## src/rtl/lvn_pkg.sv

```systemverilog
// Shared widths and hash constants for the 2D lattice value noise pipeline.
`default_nettype none
package lvn_pkg;

    localparam int COORD_W   = 32;
    localparam int HASH_W    = 32;
    localparam int FRAC_BITS = 16;
    localparam int OUT_BITS  = 16;
    localparam int INT_BITS  = COORD_W - FRAC_BITS;
    localparam int S_DATA_W  = 2 * COORD_W;
    localparam int M_DATA_W  = 16;

    // hash multipliers and offsets
    localparam logic [HASH_W-1:0] HASH_MUL_X    = 32'd374761393;
    localparam logic [HASH_W-1:0] HASH_MUL_Y    = 32'd668265263;
    localparam logic [HASH_W-1:0] HASH_MUL_SEED = 32'd982451653;
    localparam logic [HASH_W-1:0] HASH_MUL_SQ   = 32'd60493;
    localparam logic [HASH_W-1:0] HASH_ADD_SQ   = 32'd19990303;
    localparam logic [HASH_W-1:0] HASH_ADD_OUT  = 32'd1376312589;
    localparam logic [HASH_W-1:0] HASH_MUL_XY   = HASH_MUL_X + HASH_MUL_Y;
    localparam int                HASH_SHIFT    = 13;

    typedef logic [HASH_W-1:0]    hash_t;
    typedef logic [FRAC_BITS-1:0] frac_t;
    typedef logic [OUT_BITS-1:0]  value_t;

endpackage
`default_nettype wire

```

## src/rtl/lvn_ease.sv

```systemverilog
// Smoothstep t*t*(3-2t) of a fraction, two stages.
`default_nettype none
module lvn_ease (
    input  wire logic          aclk,
    input  wire logic          en,
    input  wire lvn_pkg::frac_t f_in,
    output lvn_pkg::frac_t      s_out
);
    import lvn_pkg::*;

    logic [2*FRAC_BITS-1:0]   sq;
    frac_t                    t2_reg;
    logic [FRAC_BITS+1:0]     w_reg, w_next;
    logic [2*FRAC_BITS+1:0]   prod;
    frac_t                    s_reg;

    always_comb begin
        sq     = {{FRAC_BITS{1'b0}}, f_in} * {{FRAC_BITS{1'b0}}, f_in};
        w_next = (FRAC_BITS+2)'(3 << FRAC_BITS) - {1'b0, f_in, 1'b0};
        prod   = {{(FRAC_BITS+2){1'b0}}, t2_reg} * {{FRAC_BITS{1'b0}}, w_reg};
    end

    always_ff @(posedge aclk) begin
        if (en) begin
            t2_reg <= sq[2*FRAC_BITS-1:FRAC_BITS];
            w_reg  <= w_next;
            // smoothstep stays below one, so the upper bits are zero
            s_reg  <= prod[2*FRAC_BITS-1:FRAC_BITS];
        end
    end

    assign s_out = s_reg;

endmodule
`default_nettype wire

```

## config.mk

```make
export PLATFORM = sky130hd
export DESIGN_NAME = lvn_ease
export DESIGN_NICKNAME = d
export VERILOG_FILES = /design/src/rtl/lvn_pkg.sv /design/src/rtl/lvn_ease.sv
export SDC_FILE = /design/constraint.sdc
export NUM_CORES = 1
export LEC_CHECK = 0
export ABC_AREA = 0
export BUFFER_PORTS_ARGS = -buffer_cell sky130_fd_sc_hd__buf_2
export CORE_ASPECT_RATIO = 2
export CORE_MARGIN = 8
export CORE_UTILIZATION = 67
export DETAILED_ROUTE_END_ITERATION = 6
export MAX_ROUTING_LAYER = met4
export PLACE_DENSITY = 0.94
export SYNTH_ARGS = -nofsm -noshare
export SYNTH_HDL_FRONTEND = slang
export SYNTH_SLANG_ARGS = --single-unit
```

## constraint.sdc

```tcl
create_clock -name aclk -period 9.8 [get_ports aclk]
set_clock_uncertainty 0.2 [all_clocks]
set_input_delay 1.96 -clock aclk [delete_from_list [all_inputs] [get_ports aclk]]
set_output_delay 1.96 -clock aclk [all_outputs]
set_load 0.02 [all_outputs]
```

==> metrics <==
post-cts sizing count=0; sequential share of the synthesized area=0.0878; flop2flop setup slack=2.58 ns; Hold Fails Final Rpt=0; Hold Crit Class=flip-flop to flip-flop; Post-synth EDFFs=49; post-CTS setup repair buffer count=0; status=finished, final reports clean; Die ar.=30600 um2; Worst R2R End=s_out[14]; Routed WL=39700 um; Worst Setup Path Type=input port to flip-flop; I/O pins=34; initial antenna violation count=1; CP cell instances=buf_2 > and2_1 > inv_1 > fa_1 > inv_1 > fa_1 > fa_1 > fa_1 > fa_1 > inv_1 > fa_1 > inv_1 > ha_1 > a2111oi_2 > o21ai_1 > a41oi_2 > o21ai_1 > a21oi_2 > o21ai_2 > a211o_1 > a21oi_2 > xnor2_1; DR vias/cell=5.72; Mapped Nets=2351; CTS tree=done; post-layout min period=8.26 ns; Antenna Violating Nets Remaining=0; Root Buffer=clkbuf_16; Max-cap violations=0; area leader, netlist=fa_1; TritonCTS buffer count=5; part of the cycle the worst path needs=0.843; largest net degree at the start of global routing=50; DR DRC count=0; vias in the first global route=14000; clock slew at reported path FFs=0.09 ns; I/O Buffers=33; Async SR Flop Fraction=0; WP data required=9.67 ns; Slew HR=0.224; Hold Buf Count CTS=0; layout cells sized above 1=0.0364; Pre-antenna DRT Iters=6; Final HPWL DP=31200 um; CP max stage delay=0.51 ns; Post-Syn Area=16800 um2; commonest cells in the netlist=470 x inv_1, 369 x fa_1, 225 x nand2_1; CTS max path bufs=2; Worst Setup End Kind=flip-flop; GP Congestion=0.966; area share of the largest cell type after synthesis=0.441; most frequent cell after synthesis=inv_1; row cnt=82; initial core utilization=0.675; Top cell by count, worst path=fa_1; NumNets Final=2334; Max Fanout on Critical Path=18; Core ar.=24800 um2; Cells after Synth=1772; Setup Viol. Count Final=0; Die H=240 um; H-tree Lvls=2; first-pass GRT wire length=67100 um; Synth warnings=0; Hold EP=s_out[1]; measured slew at the worst slew-check pin=1.16 ns; Yosys cell types=51; Peak Freq=121 MHz; post-synthesis register bit count=49; WL per Instance=19.0 um; setup total negative slack=0 ns; R2R depth=22; Most used DFF post-synth=edfxtp_1; CTS Sinks=49; 1st-iter DRT viols=891; WP data arrival=8.12 ns; Final Max Tran Viols=0; Chip Width=128 um; Skew-Pair Late Insertion Delay=0.33 ns; hold depth=6; Reg-to-Reg Start=t2_reg[7]; max reg flops=17; DR vias=12000; GR Overflow Total=0; Total Routing Usage GR=0.290; RSZ-0062 raised after global routing=false; synth top area cells=fa_1 44%, ha_1 14%, inv_1 11%; CP max stage cell=fa_1; P&R area growth vs syn=3.25%; synthesized area per cell=9.46 um2; HP Start=w_reg[1]; Startpoint Class=input port
## worst max-delay path by stage
| stage | cells past startpoint | start | slack, ns | to |
|---|---|---|---|---|
| after floorplan | 22 | f_in[13] | 1.69 | t2_reg[14] |
| after global placement | 21 | f_in[2] | 1.68 | t2_reg[14] |
| after detailed placement | 21 | f_in[6] | 1.31 | t2_reg[14] |
| after CTS | 21 | f_in[6] | 1.63 | t2_reg[14] |
| after global routing | 21 | f_in[2] | 1.26 | t2_reg[14] |
| final | 22 | f_in[15] | 1.54 | t2_reg[14] |
## cell usage in the layout (no fill, tap or decap), drive strengths merged, types with 3 or more instances in the layout
cell	count
inv	471
fa	369
nand2	225
ha	192
and2	166
nor2	49
edfxtp	49
xnor2	43
buf	36
a21oi	21
nor3	18
nand3	15
a21o	13
xor2	13
o21ai	12
o21a	6
nand4	5
nor2b	5
clkbuf	5
nor4	4
and3	4
or3	4
or2	3
clkinv	3
## worst max-delay path, delay by kind of cell
family	cells	cell delay [ns]
xor gates and xnor gates	1	0.09
buffers and inverters	5	0.67
adders and majority gates	7	3.19
and+or+nand+nor	1	0.26
AOI/OAI and AO/OA	8	1.96
## area by class of cell
class                   count  area [um2]
flip-flops and latches     49        1470
inverters                 471        1770
clock buffers               5         125
repair buffers             36         188
diodes                      1        2.50
fillers                  1680        7530
multi-input cells        1192       13300
clock inverters             3        33.8
well taps                 336         420
## routing by layer
layer | track usage | routed length [um] | share of wire | vias up
li1 | - | - | - | 5166
met1 | 0.306 | 13000 | 0.33 | 5918
met2 | 0.488 | 20500 | 0.52 | 628
met3 | 0.0482 | 3030 | 0.076 | 263
met4 | 0.199 | 3150 | 0.079 | 0
met5 | - | 0 | 0 | -
## per-stage QoR
step,utilization,hold WS (ns),setup slack [ns],instance area (um2),cells
final,0.697,1.27,1.54,17300,2093
after global routing,0.697,1.31,1.26,17300,2093
after CTS,0.697,1.28,1.63,17300,2092
after detailed placement,0.690,1.26,1.31,17100,2084
after global placement,0.690,1.23,1.68,17100,2084
after floorplan,-,0.787,1.69,16800,1772
## cells by family (layout without fill, tap and decap cells)
logic type,after synthesis,count (layout),synth area share
flops,49,49,0.0878
fa+ha+maj,561,561,0.584
other cells,0,1,0
buf+inv,531,515,0.119
compound gates,73,73,0.0344
xor+xnor,56,56,0.0293
mux,2,2,0.00127
simple gates,500,500,0.144
Power is left out: the tool's default activity adds up to more than one toggle a clock period on the data nets, which glitch-free logic cannot reach.
