===== src/rtl/lvn_pkg.sv =====
// Shared widths and hash constants for the 2D lattice value noise pipeline.
`default_nettype none
package lvn_pkg;

    localparam int COORD_W   = 32;
    localparam int HASH_W    = 32;
    localparam int FRAC_BITS = 16;
    localparam int OUT_BITS  = 16;
    localparam int INT_BITS  = COORD_W - FRAC_BITS;
    localparam int S_DATA_W  = 2 * COORD_W;
    localparam int M_DATA_W  = 16;

    // hash multipliers and offsets
    localparam logic [HASH_W-1:0] HASH_MUL_X    = 32'd374761393;
    localparam logic [HASH_W-1:0] HASH_MUL_Y    = 32'd668265263;
    localparam logic [HASH_W-1:0] HASH_MUL_SEED = 32'd982451653;
    localparam logic [HASH_W-1:0] HASH_MUL_SQ   = 32'd60493;
    localparam logic [HASH_W-1:0] HASH_ADD_SQ   = 32'd19990303;
    localparam logic [HASH_W-1:0] HASH_ADD_OUT  = 32'd1376312589;
    localparam logic [HASH_W-1:0] HASH_MUL_XY   = HASH_MUL_X + HASH_MUL_Y;
    localparam int                HASH_SHIFT    = 13;

    typedef logic [HASH_W-1:0]    hash_t;
    typedef logic [FRAC_BITS-1:0] frac_t;
    typedef logic [OUT_BITS-1:0]  value_t;

endpackage
`default_nettype wire


===== src/rtl/lvn_hash.sv =====
// One lattice corner hash: xorshift, square, polynomial, final multiply, four stages.
`default_nettype none
module lvn_hash (
    input  wire logic             aclk,
    input  wire logic             en,
    input  wire lvn_pkg::hash_t   n_in,
    output lvn_pkg::value_t       value_out
);
    import lvn_pkg::*;

    hash_t  m1_reg, m1_next;
    hash_t  m2_reg;
    hash_t  m3_reg;
    hash_t  sq_reg, sq_next;
    hash_t  t_reg, t_next;
    hash_t  h_next;
    value_t val_reg;

    always_comb begin
        m1_next = {{HASH_SHIFT{n_in[HASH_W-1]}}, n_in[HASH_W-1:HASH_SHIFT]} ^ n_in;
        sq_next = m1_reg * m1_reg;
        t_next  = sq_reg * HASH_MUL_SQ + HASH_ADD_SQ;
        h_next  = m3_reg * t_reg + HASH_ADD_OUT;
    end

    always_ff @(posedge aclk) begin
        if (en) begin
            m1_reg  <= m1_next;
            m2_reg  <= m1_reg;
            sq_reg  <= sq_next;
            m3_reg  <= m2_reg;
            t_reg   <= t_next;
            // drop the sign bit, keep the top bits of the 31-bit hash
            val_reg <= h_next[HASH_W-2 -: OUT_BITS];
        end
    end

    assign value_out = val_reg;

endmodule
`default_nettype wire


===== config.mk =====
export PLATFORM = sky130hd
export DESIGN_NAME = lvn_hash
export DESIGN_NICKNAME = d
export VERILOG_FILES = /design/src/rtl/lvn_pkg.sv /design/src/rtl/lvn_hash.sv
export SDC_FILE = /design/constraint.sdc
export NUM_CORES = 2
export LEC_CHECK = 0
export BUFFER_PORTS_ARGS = -buffer_cell sky130_fd_sc_hd__buf_2
export CORE_MARGIN = 5
export CORE_UTILIZATION = 67
export DETAILED_ROUTE_END_ITERATION = 8
export GPL_TIMING_DRIVEN = 1
export PLACE_DENSITY_LB_ADDON = 0.15
export SKIP_CTS_REPAIR_TIMING = 1
export SLEW_MARGIN = 20
export SYNTH_ARGS = -nofsm -noshare
export SYNTH_HDL_FRONTEND = slang
export SYNTH_SLANG_ARGS = --single-unit

===== constraint.sdc =====
create_clock -name aclk -period 10.25 [get_ports aclk]
set_input_delay 2.5625 -clock aclk [delete_from_list [all_inputs] [get_ports aclk]]
set_output_delay 2.5625 -clock aclk [all_outputs]
set_load 0.05 [all_outputs]

==> reports/results.tsv <==
stage	metric	value	unit
logic_synthesis	synth_edf_count	168	
sta	min_period_over_period	81.53	%
routing	drt_iter0_markers	1578	
worst_setup_path	cp_max_fo	29	
logic_synthesis	avgSynthCellArea	10.01	um2
layout	drive_above_1_share	3.089	%
worst_setup_path	critPathKind	flop to flop	
clock_network	path_clk_slew	70	ps
sta	drv_slew	0	
routing	ant_nets	0	
layout	areaGrowthSynthToFinish	3.996	%
placed_design	hpwl	70590	um
floorplan	coreArea	58800	um2
hold_path	hp-class	flop to flop	
sta	rsz0062_at_grt	false	
sta	tightest_slew	1097	ps
logic_synthesis	ys_ff_latch	168	
sta	period_minus_slack	8357	ps
sta	skew	14.59	ps
sta	fin_tns_setup	0	ps
logic_synthesis	yosysWarnings	0	
grt	antenna_found_initial	1	
hold_path	min_path_cells	0	
logic_synthesis	netlist_instances	3952	
floorplan	die_area	63980	um2
grt	grtUsageTotal	29.02	%
logic_synthesis	ys_types	64	
worst_setup_path	critPathCaptureType	flop	
worst_setup_path	cp.required	10460	ps
floorplan	die_h	252.9	um
clock_network	clkLatencyLatePin	480	ps
worst_setup_path	start_kind	flop	
routing	wire_per_inst	18.31	um
grt	first_global_vias	28486	
layout	layout.nets	5241	
clock_network	cts_max_path_buffers	2	
floorplan	start_util	67.25	%
clock_network	cts_tree	yes	
placed_design	port-buffer-count	49	
routing	vias_per_cell	5.391	
floorplan	rows	89	
routing	num_vias	25456	
clock_network	clock-root-buffer	clkbuf_16	
clock_network	htreeDepth	4	
routing	routed_wl	86450	um
logic_synthesis	synth.yosys.seq_area_share	12.76	%
floorplan	die_w	252.9	um
floorplan	io_pins	50	
routing	drc	0	
grt	grt_pass1_wl	145600	um
layout	n_antenna_cell	0	
logic_synthesis	syn_area	39540	um2
routing	dr.pass1.iters	5	
grt	grt_max_degree	69	
outcome	status	finished clean	
placed_design	gp_congestion	0.8974	
grt	grt_overflow	0	
worst_setup_path	cp_data_arrival_time	8570	ps
sta	hold_viol	0	
clock_network	numCtsBuffers	17	
sta	fmax	119.7	MHz
sta	final-setup-viol-count	0	
logic_synthesis	ys.flop_type	edfxtp_1	
worst_setup_path	reg2regPathDepth	21	
logic_synthesis	async_reset_ff_share	0	%
sta	relSlewSlack	26.86	%
clock_network	cts.sinks	168	
run	drv_cap	0	
[placed cells by master, fill, tap and decap left out, types with 5 or more instances in the layout]
cell       count
a211oi_1       8
nand2b_1       7
nor2_1        49
or3_1          7
o21ai_0       40
a21o_1        19
o21bai_1       9
buf_2         48
nor2b_1       10
xor2_1        73
nor3_1        15
clkbuf_16     17
a21oi_1       53
conb_1         7
and3_1         5
fa_1         860
edfxtp_1     168
xnor2_1      133
or2_2          6
o21a_1        12
and2_1       361
inv_1       1145
nand2_1      358
o211ai_1       5
buf_4         27
nand3_1       15
ha_1         411
[critical path, cell delays in order, from the launching register on]
cell	delay (ps)
edfxtp_1	1070
and2_1	270
fa_1	390
inv_1	80
fa_1	430
fa_1	490
fa_1	540
inv_1	50
fa_1	480
fa_1	530
fa_1	500
inv_1	50
fa_1	470
inv_1	40
ha_1	320
and3_1	180
o2111ai_1	110
a2bb2oi_1	600
a21boi_0	330
o41ai_1	730
o221ai_1	220
xnor2_1	160
[layout make-up]
class                      instances  area (um2)
clock buffer                      18       429.2
clock inverter                    14       146.4
fill                            4500       17670
inverter                        1145        4298
multi-input combinational       2528       29780
sequential                       168        5045
tap                              773       967.2
timing repair buffer              76       454.2
[cells in the mapped netlist, types with 3 or more instances]
cell type  number  area share, %
a2111o_1        3          0.085
a2111oi_0       3          0.066
a211o_1         3          0.066
a211oi_1        8           0.15
a21o_1         19           0.36
a21oi_1        53           0.67
a31o_2          4          0.089
a31oi_1         3          0.047
and2_1        361            5.7
and3_1          5          0.079
clkbuf_1      115            1.1
edfxtp_1      168             13
fa_1          860             44
ha_1          411             13
inv_1        1145             11
nand2_1       358            3.4
nand2b_1        7           0.11
nand3_1        15           0.19
nand3b_1        3          0.057
nand4_1         4          0.063
nor2_1         49           0.47
nor2b_1        10           0.16
nor3_1         15           0.19
nor3b_1         3          0.057
o211ai_1        5          0.095
o21a_1         12           0.23
o21ai_0        40           0.51
o21bai_1        9           0.17
o31ai_1         4          0.076
or2_2           6          0.095
or3_1           7           0.11
xnor2_1       133            2.9
xor2_1         73            1.6
[metal layers]
layer / GRT usage (%) / vias up / part of all wire (%)
met5: 0 / - / 0
met4: 8.900 / 0 / 3.3
li1: - / 11514 / -
met3: 4.304 / 192 / 5.2
met2: 51.45 / 746 / 52
met1: 37.30 / 13004 / 40
[per-stage QoR]
stage	hold slack (ps)	setup slack [ps]	util, %	instance area, um2	cells
after floorplan	400.3	3012	-	39560	3957
after global placement	400.2	2103	68.96	40550	4690
after detailed placement	405.4	1980	68.96	40550	4690
after CTS	418.7	1984	69.94	41120	4722
after global routing	429.0	1630	69.94	41120	4722
final	419.2	1893	69.94	41120	4722
[cells by family after synthesis]
group	count (synthesis)	share of synthesized area (%)
flip-flops	168	12.76
multiplexers	2	0.05063
buffers and inverters	1261	11.97
AO/OA/AOI/OAI	192	3.262
other	2	0.01899
XOR/XNOR	206	4.563
adder cells (fa/ha/maj)	1271	56.54
AND/OR/NAND/NOR	850	10.83
[worst paths after layout]
| path | startpoint | endpoint | slack, ps |
|---|---|---|---|
| worst max-delay path | t_reg[2]$_DFFE_PP_ | value_out[15]$_DFFE_PP_ | 1890 |
| worst min-delay path | m2_reg[26]$_DFFE_PP_ | m3_reg[26]$_DFFE_PP_ | 420 |
| worst max register to register | t_reg[2]$_DFFE_PP_ | value_out[15]$_DFFE_PP_ | 1890 |
| worst min register to register | m2_reg[26]$_DFFE_PP_ | m3_reg[26]$_DFFE_PP_ | 420 |
Power is not shown: default switching activity piles up to over one toggle a cycle in this logic, so the estimate is an artifact.
