## src/rtl/lvn_pkg.sv

```systemverilog
// Shared widths and hash constants for the 2D lattice value noise pipeline.
`default_nettype none
package lvn_pkg;

    localparam int COORD_W   = 32;
    localparam int HASH_W    = 32;
    localparam int FRAC_BITS = 16;
    localparam int OUT_BITS  = 16;
    localparam int INT_BITS  = COORD_W - FRAC_BITS;
    localparam int S_DATA_W  = 2 * COORD_W;
    localparam int M_DATA_W  = 16;

    // hash multipliers and offsets
    localparam logic [HASH_W-1:0] HASH_MUL_X    = 32'd374761393;
    localparam logic [HASH_W-1:0] HASH_MUL_Y    = 32'd668265263;
    localparam logic [HASH_W-1:0] HASH_MUL_SEED = 32'd982451653;
    localparam logic [HASH_W-1:0] HASH_MUL_SQ   = 32'd60493;
    localparam logic [HASH_W-1:0] HASH_ADD_SQ   = 32'd19990303;
    localparam logic [HASH_W-1:0] HASH_ADD_OUT  = 32'd1376312589;
    localparam logic [HASH_W-1:0] HASH_MUL_XY   = HASH_MUL_X + HASH_MUL_Y;
    localparam int                HASH_SHIFT    = 13;

    typedef logic [HASH_W-1:0]    hash_t;
    typedef logic [FRAC_BITS-1:0] frac_t;
    typedef logic [OUT_BITS-1:0]  value_t;

endpackage
`default_nettype wire

```

## src/rtl/lvn_blend.sv

```systemverilog
// Registered linear blend a + floor((b-a)*s / 2^F).
`default_nettype none
module lvn_blend (
    input  wire logic           aclk,
    input  wire logic           en,
    input  wire lvn_pkg::value_t a_in,
    input  wire lvn_pkg::value_t b_in,
    input  wire lvn_pkg::frac_t  s_in,
    output lvn_pkg::value_t      n_out
);
    import lvn_pkg::*;

    logic signed [OUT_BITS:0]            diff;
    logic signed [OUT_BITS+FRAC_BITS+1:0] prod;
    logic signed [OUT_BITS+FRAC_BITS+1:0] quot;
    value_t                               n_reg, n_next;

    always_comb begin
        diff   = $signed({1'b0, b_in}) - $signed({1'b0, a_in});
        prod   = $signed({{(FRAC_BITS+1){diff[OUT_BITS]}}, diff})
               * $signed({{(OUT_BITS+2){1'b0}}, s_in});
        quot   = prod >>> FRAC_BITS;
        // exact result lies between a and b, so modulo arithmetic is safe
        n_next = a_in + quot[OUT_BITS-1:0];
    end

    always_ff @(posedge aclk) begin
        if (en) begin
            n_reg <= n_next;
        end
    end

    assign n_out = n_reg;

endmodule
`default_nettype wire

```

## config.mk

```make
export PLATFORM = sky130hd
export DESIGN_NAME = lvn_blend
export DESIGN_NICKNAME = d
export VERILOG_FILES = /design/src/rtl/lvn_pkg.sv /design/src/rtl/lvn_blend.sv
export SDC_FILE = /design/constraint.sdc
export NUM_CORES = 1
export LEC_CHECK = 0
export ABC_AREA = 0
export BUFFER_PORTS_ARGS = -buffer_cell sky130_fd_sc_hd__clkbuf_2
export CORE_MARGIN = 10
export CORE_UTILIZATION = 30
export DETAILED_ROUTE_END_ITERATION = 10
export GPL_ROUTABILITY_DRIVEN = 0
export PLACE_DENSITY = 0.46
export SETUP_SLACK_MARGIN = 0.15
export SYNTH_ARGS = -nofsm -noshare
export SYNTH_HDL_FRONTEND = slang
export SYNTH_SLANG_ARGS = --single-unit
```

## constraint.sdc

```tcl
create_clock -name aclk -period 23.3 [get_ports aclk]
set_clock_uncertainty 0.1 [all_clocks]
set_input_delay 4.66 -clock aclk [delete_from_list [all_inputs] [get_ports aclk]]
set_output_delay 4.66 -clock aclk [all_outputs]
set_load 0.02 [all_outputs]
```

==> results.txt, run 1 <==
* Clk root buf: clkbuf_16
- Of the synthesized area, sequential elements account for 0.04000.
- Number of CTS-inserted buffers: 3
- The first global-routing pass estimated roughly 52000 um of wire.
* Vias per cell: 4.464
* Final routed DRC violation total: 0
* Startpoint-to-endpoint class of the critical path: primary input to register
- Timing would allow up to 63.92 MHz.
- Residual overflow from global routing: 0
- The filler cells instantiated in the layout total 4228.
* Family of cells with the greatest summed delay on the critical path: compound AO/OA/AOI/OAI gates
* Number of flops mapped to enable cells by yosys: 16
* Critical Path AT: 15540 ps
* Top library cells by usage in the layout, fill and taps aside: inv_1 (369), fa_1 (267), nand2_1 (154)
- Summing all multi-input logic gate instances after layout gives 0.009966 mm2.
- Buffers added to address setup during post-CTS repair amount to 0.
- Largest register FFs: 16
- Pin count of the biggest net entering global routing: 36
* CTS tree: done
- Number of max-cap violations: 0
- DP HPWL: between 20000 and 30000 um
- Counting flops and latches in the post-synthesis netlist gives 16.
- In the finished design, the share of the clock period the worst path needs comes to 0.6715.
- DRT Pass-1 Iters: 4
* Max stage delay cell, worst path: a2111oi_0
- The smallest clock period supported by the final layout is computed as 15650 ps.
* Cell with the most instances on the worst path: fa_1
- The final layout contains around 1800 nets.
- Relative slew margins: 0.1227
* Number of rows created at floorplan: 73
- Setup violations remaining at the end of the flow were counted as 0.
- For this run, the total global-route usage over all layers was measured as 0.1367.
- WL final: 31520 um
* Type of the worst min-delay path: primary input to register
* Endpoint required time on the critical path: 23200 ps
- Syn_area_per_cell: 8.891 um2
- Number of global-route vias before repair: 9383
- The worst setup path is captured at a register.
- I/O pin count: 66
- The die covers between 0.04 and 0.05 mm2.
* Setup_tns: 0 ps
- Leading cell type in the layout, fill and taps excluded: inv_1
- After floorplanning, the core was sized to cover 0.03964 mm2.
* Longest individual stage delay on the worst path: 1010 ps
- Setup slack on the critical path of the routed design comes to ~7700 ps.
- After synthesis, the share of flip-flops with an asynchronous set or reset is 0.
- The cell count after synthesis came out at 1351.
* Antenna violations before repair: 0
- Number of antenna diodes: 0
- Total standard cell area after synthesis: 0.01201 mm2
- Vertical die dimension: between 200 and 250 um
- At the pin with the least slew margin, the transition time is 1283 ps.
- The flow ran to the end, and the final reports show no timing, DRC or antenna violations.
- The routed layout has 8549 vias.
- The area growth from synthesis to layout is 8.333%.
- In the final layout, the share of cells above drive strength 1 is 0.07626.
* Wire length per cell: 16.46 um
- Number of clock sinks: 16
* Sum of buffers and inverters on the critical path: 6
- For this block, the initial DRC count from the detailed router was 323.
- The final count of hold timing violations was 0.
* Number of hold buffers added after cts: 0
- The clock passes through at most 2 buffers.
- Unrepaired setup endpoints after global routing: false
- Summing all flip-flop and latch instances after layout gives 480.5 um2.
* Total of warnings raised by yosys: 0
- The die is ~220 um wide.
* Reg clk slew, reported paths: 50 ps
- In this run, distinct cell masters in the synthesized netlist total 65.
- The number of nets handed over by synthesis was 1782.
- Kind of launch point of the worst setup path: primary input
* Max-slew violations: 0
- Buffers placed on the I/O ports in this run total 65.
* Worst slack at placement: 7484 ps
- In this run the number of H-tree levels came out at 1.
- Starting utilization of the core area: 0.3030
* Leading register cell type out of synthesis: edfxtp_1
- In this run the remaining antenna-violating nets after routing total 0.
* Crit-path max FO: 16
- Number of cells upsized or downsized after cts: 0
## cells by family (layout without fill, tap and decap cells)
| group | count (synthesis) | in the layout | synth area share |
|---|---|---|---|
| buffers and inverters | 415 | 454 | 0.1305 |
| adders and majority gates | 381 | 381 | 0.5638 |
| and+or+nand+nor | 365 | 365 | 0.1509 |
| AOI/OAI and AO/OA | 107 | 107 | 0.06282 |
| xor gates and xnor gates | 51 | 51 | 0.03719 |
| muxes | 16 | 16 | 0.01479 |
| DFF | 16 | 16 | 0.04000 |
## layout make-up
class | count | area share
Clock inverter | 1 | 0.0002885
Sequential cell | 16 | 0.03692
Multi-Input combinational cell | 920 | 0.7659
Timing Repair Buffer | 81 | 0.03423
Clock buffer | 3 | 0.005769
Inverter | 369 | 0.1064
Tap cell | 525 | 0.05048
## metal layers
layer | part of all wire | GRT usage | wire length, um
met1 | 0.47 | 0.1830 | 14670
met4 | 0.0066 | 0.01118 | 208
met2 | 0.51 | 0.2451 | 16210
met3 | 0.014 | 0.009872 | 435
met5 | 0 | 0 | 0
## cell usage after synthesis, types with 2 or more instances
library cell,count,area [um2]
a211oi_1,3,22.52
edfxtp_1,16,480.5
xor2_1,9,78.83
nor3_1,7,35.03
xnor2_1,42,367.9
nand3_1,6,30.03
nor2b_1,24,150.1
ha_1,114,1426
a31o_2,2,17.52
a21o_1,11,82.58
nand2_1,154,578.1
o21a_1,6,45.04
a21oi_2,2,17.52
o21ai_1,2,10.01
inv_1,369,1385
o21bai_1,5,37.54
buf_2,2,10.01
o211ai_1,3,22.52
o21ai_2,2,17.52
mux2_4,2,30.03
and2_1,101,631.9
o21ai_0,13,65.06
and3_1,5,31.28
a21boi_0,2,15.01
nor2_1,33,123.9
clkbuf_1,42,157.7
mux2i_1,8,80.08
fa_1,267,5345
mux2_2,6,67.56
nand2b_1,26,162.7
a21oi_1,33,165.2
## per-stage QoR
step	area (um2)	cells	hold WS, ps	util
detailed placement	12930	1911	4896	0.3263
global placement	12930	1911	4889	0.3263
floorplan	12010	1351	4673	-
CTS	13010	1915	4630	0.3283
global route	13010	1915	4637	0.3283
finish	13010	1915	4632	0.3283
## final timing paths
path	start	end	slack [ps]	cells after the start
max	a_in[0]	n_out[15]	7650	40
min	a_in[0]	n_out[0]	4630	2
Power of run 1 is left out: the tool's default activity adds up to more than one toggle a clock period on the data nets, which glitch-free logic cannot reach.
==> run 2, diff against run 1 <==
PLACE_DENSITY = 0.48   (was 0.46)
clock period = 12.85 ns   (was 23.3 ns; I/O delays follow)
==> run 2 against run 1 <==
Against the previous run:
- cell area up 1.0%
- via count up 1.6%
- worst hold slack worse by 2100 ps
- global-route usage down 0.71 points
- utilization up 0.34 points
- sequential share of layout area about the same
- cell count up 0.37%
- critical path depth down 1
==> results.txt, run 2 (synthesis gave the netlist of run 1 again) <==
- Status: finished clean (unchanged)
- DP HPWL: 25760 um (was 25260 um)
- Area grow syn2layout: 9.448% (was 8.333%)
- The final setup violation count came to 0 (unchanged).
- The TritonCTS buffer count is 3 (unchanged).
- The total vias in the final route came to 8689 (was 8549).
- The die area is 0.04844 mm2 (unchanged).
- Number of H-tree levels: 1 (unchanged)
- The initial antenna violation count was 0 (unchanged).
- The worst path required time was 12750 ps (was 23200 ps).
* Pin count of the biggest net entering global routing: 20 (was 36)
- The number of buffers inserted for hold repair after clock tree synthesis was 0 (unchanged).
* Type of the worst min-delay path: primary input to register (unchanged)
- The number of global-route vias before repair is 9540 (was 9383).
* CTS tree: done (unchanged)
* Longest individual stage delay on the worst path: 530 ps (was 1010 ps)
- The count of maximum capacitance violations is 0 (unchanged).
* Number of design-rule violations left by the first detailed-router iteration: 266 (was 323)
- WL final: 30200 um (was 31520 um)
* Kind of launch point of the worst setup path: primary input (unchanged)
* Number of rows created at floorplan: 73 (unchanged)
- Fmax: 82.68 MHz
- The number of inserted filler cells in the final layout came to 4250 (was 4228).
- Post-route minimum period: 12090 ps
- The residual antenna-violating net count after detailed routing was 0 (unchanged).
- Wire length per cell: 15.71 um (was 16.46 um)
- The vertical extent of the die was 220.1 um (unchanged).
* Total global-route track usage: 0.1296 (was 0.1367)
* Max-slew violations: 0 (unchanged)
- The worst slew margin relative to its limit came to 0.5816 (was 0.1227).
- Layout cell share with drive strength beyond 1: 0.08805 (was 0.07626)
* Residual overflow from global routing: 0 (unchanged)
* Largest register FFs: 16 (unchanged)
* Top library cells by usage in the layout, fill and taps aside: inv_1 (369), fa_1 (267), nand2_1 (154) (unchanged)
* Count of input and output buffers: 65 (unchanged)
* Tcrit/Tclk final: 0.9412
- The most used cell along the critical path is fa_1 (unchanged).
* Unrepaired setup endpoints after global routing: false (unchanged)
- The critical path capture point type is a register (unchanged).
- Startpoint-to-endpoint class of the critical path: primary input to register (unchanged)
- The setup slack after layout was 755.7 ps (was 7655 ps).
* Number of clock sinks: 16 (unchanged)
- Number of buffers on the longest clock path: 2 (unchanged)
- The total number of nets in the final design was 1830 (was 1822).
- The post-placement worst setup slack was -70.54 ps (was 7484 ps).
- The diode insertion count for antenna repair is 0 (unchanged).
- The root buffer cell is clkbuf_16 (unchanged).
* Die width: 220.1 um (unchanged)
- I/O pin count: 66 (unchanged)
* Reg clk slew, reported paths: 50 ps (about the same)
* CORE AREA: 0.03964 mm2 (unchanged)
- The arrival time at the worst endpoint came to 12000 ps (was 15540 ps).
- The launching instance or port of the critical path is a_in[1] (was a_in[0]).
* DRT Pass-1 Iters: 4 (unchanged)
- Last element of the critical path: n_out[15] (unchanged)
* Max stage delay cell, worst path: fa_1 (was a2111oi_0)
* Starting utilization of the core area: 0.3030 (unchanged)
- Final routed DRC violation total: 0 (unchanged)
* Number of failing hold endpoints at the final stage: 0 (unchanged)
* Crit-path max FO: 6 (was 16)
* Transition time at the pin with the least slew margin: 627.6 ps (was 1283 ps)
- The global-route wire length before repair came to 50080 um (was 51760 um).
* Leading cell type in the layout, fill and taps excluded: inv_1 (unchanged)
- The average via count per standard cell is 4.521 (was 4.464).
-- run 2: cell types whose count changed in the layout (fill, tap and decap cells not counted), sizes merged --
cell | previous run | this run
buf | 16 | 24
clkinv | 1 | 0
-- run 2: worst min-delay path by stage --
stage | cells after the start | to | slack (ps) | from
3_5_place_dp | 2 | n_out[0] | 2820 | a_in[0]
5_1_grt | 2 | n_out[0] | 2570 | a_in[0]
6_report | 2 | n_out[0] | 2570 | a_in[0]
2_1_floorplan | 0 | n_out[0] | 2580 | en
3_3_place_gp | 2 | n_out[0] | 2800 | a_in[0]
4_1_cts | 2 | n_out[0] | 2560 | a_in[0]
-- run 2: worst max-delay path: cells and delay by family --
family / cells / cell delay [ps]
AOI/OAI and AO/OA: 17 / 3700
and+or+nand+nor: 3 / 410
buffers and inverters: 6 / 610
xor gates and xnor gates: 3 / 380
muxes: 1 / 360
adders and majority gates: 9 / 3960
-- run 2: final cells by class --
cell class              instances  area [um2]  area share
multi-input cells             920       10040      0.7637
flip-flops and latches         16       480.5     0.03655
repair buffers                 89       509.2     0.03874
clock buffers                   3       75.07    0.005710
well taps                     525       656.9     0.04997
inverters                     369        1385      0.1054
-- run 2: what timing repair did --
item / 4_1_cts / 5_1_grt
gates resized for setup: 0 / 16
buffers inserted: 0 / 3
endpoints found under the setup margin: 0 / 3
-- run 2: metrics by stage --
step / std cells / util / TNS, ps / cell area, um2 / hold slack [ps]
global route: 1922 / 0.3316 / 0 / 13150 / 2571
CTS: 1919 / 0.3291 / 0 / 13040 / 2557
floorplan: 1351 / - / 0 / 12010 / 2583
global placement: 1916 / 0.3272 / 0 / 12970 / 2802
finish: 1922 / 0.3316 / 0 / 13150 / 2566
detailed placement: 1916 / 0.3272 / -70.54 / 12970 / 2821
-- run 2: per-layer routing --
metal,GRT usage,wire length [um],vias up
met3,0.01056,450,17
met2,0.2448,16360,64
met1,0.1618,13150,4537
met4,0.01187,244,0
li1,-,-,4071
met5,0,0,-
Power of run 2 is left out for the same reason.
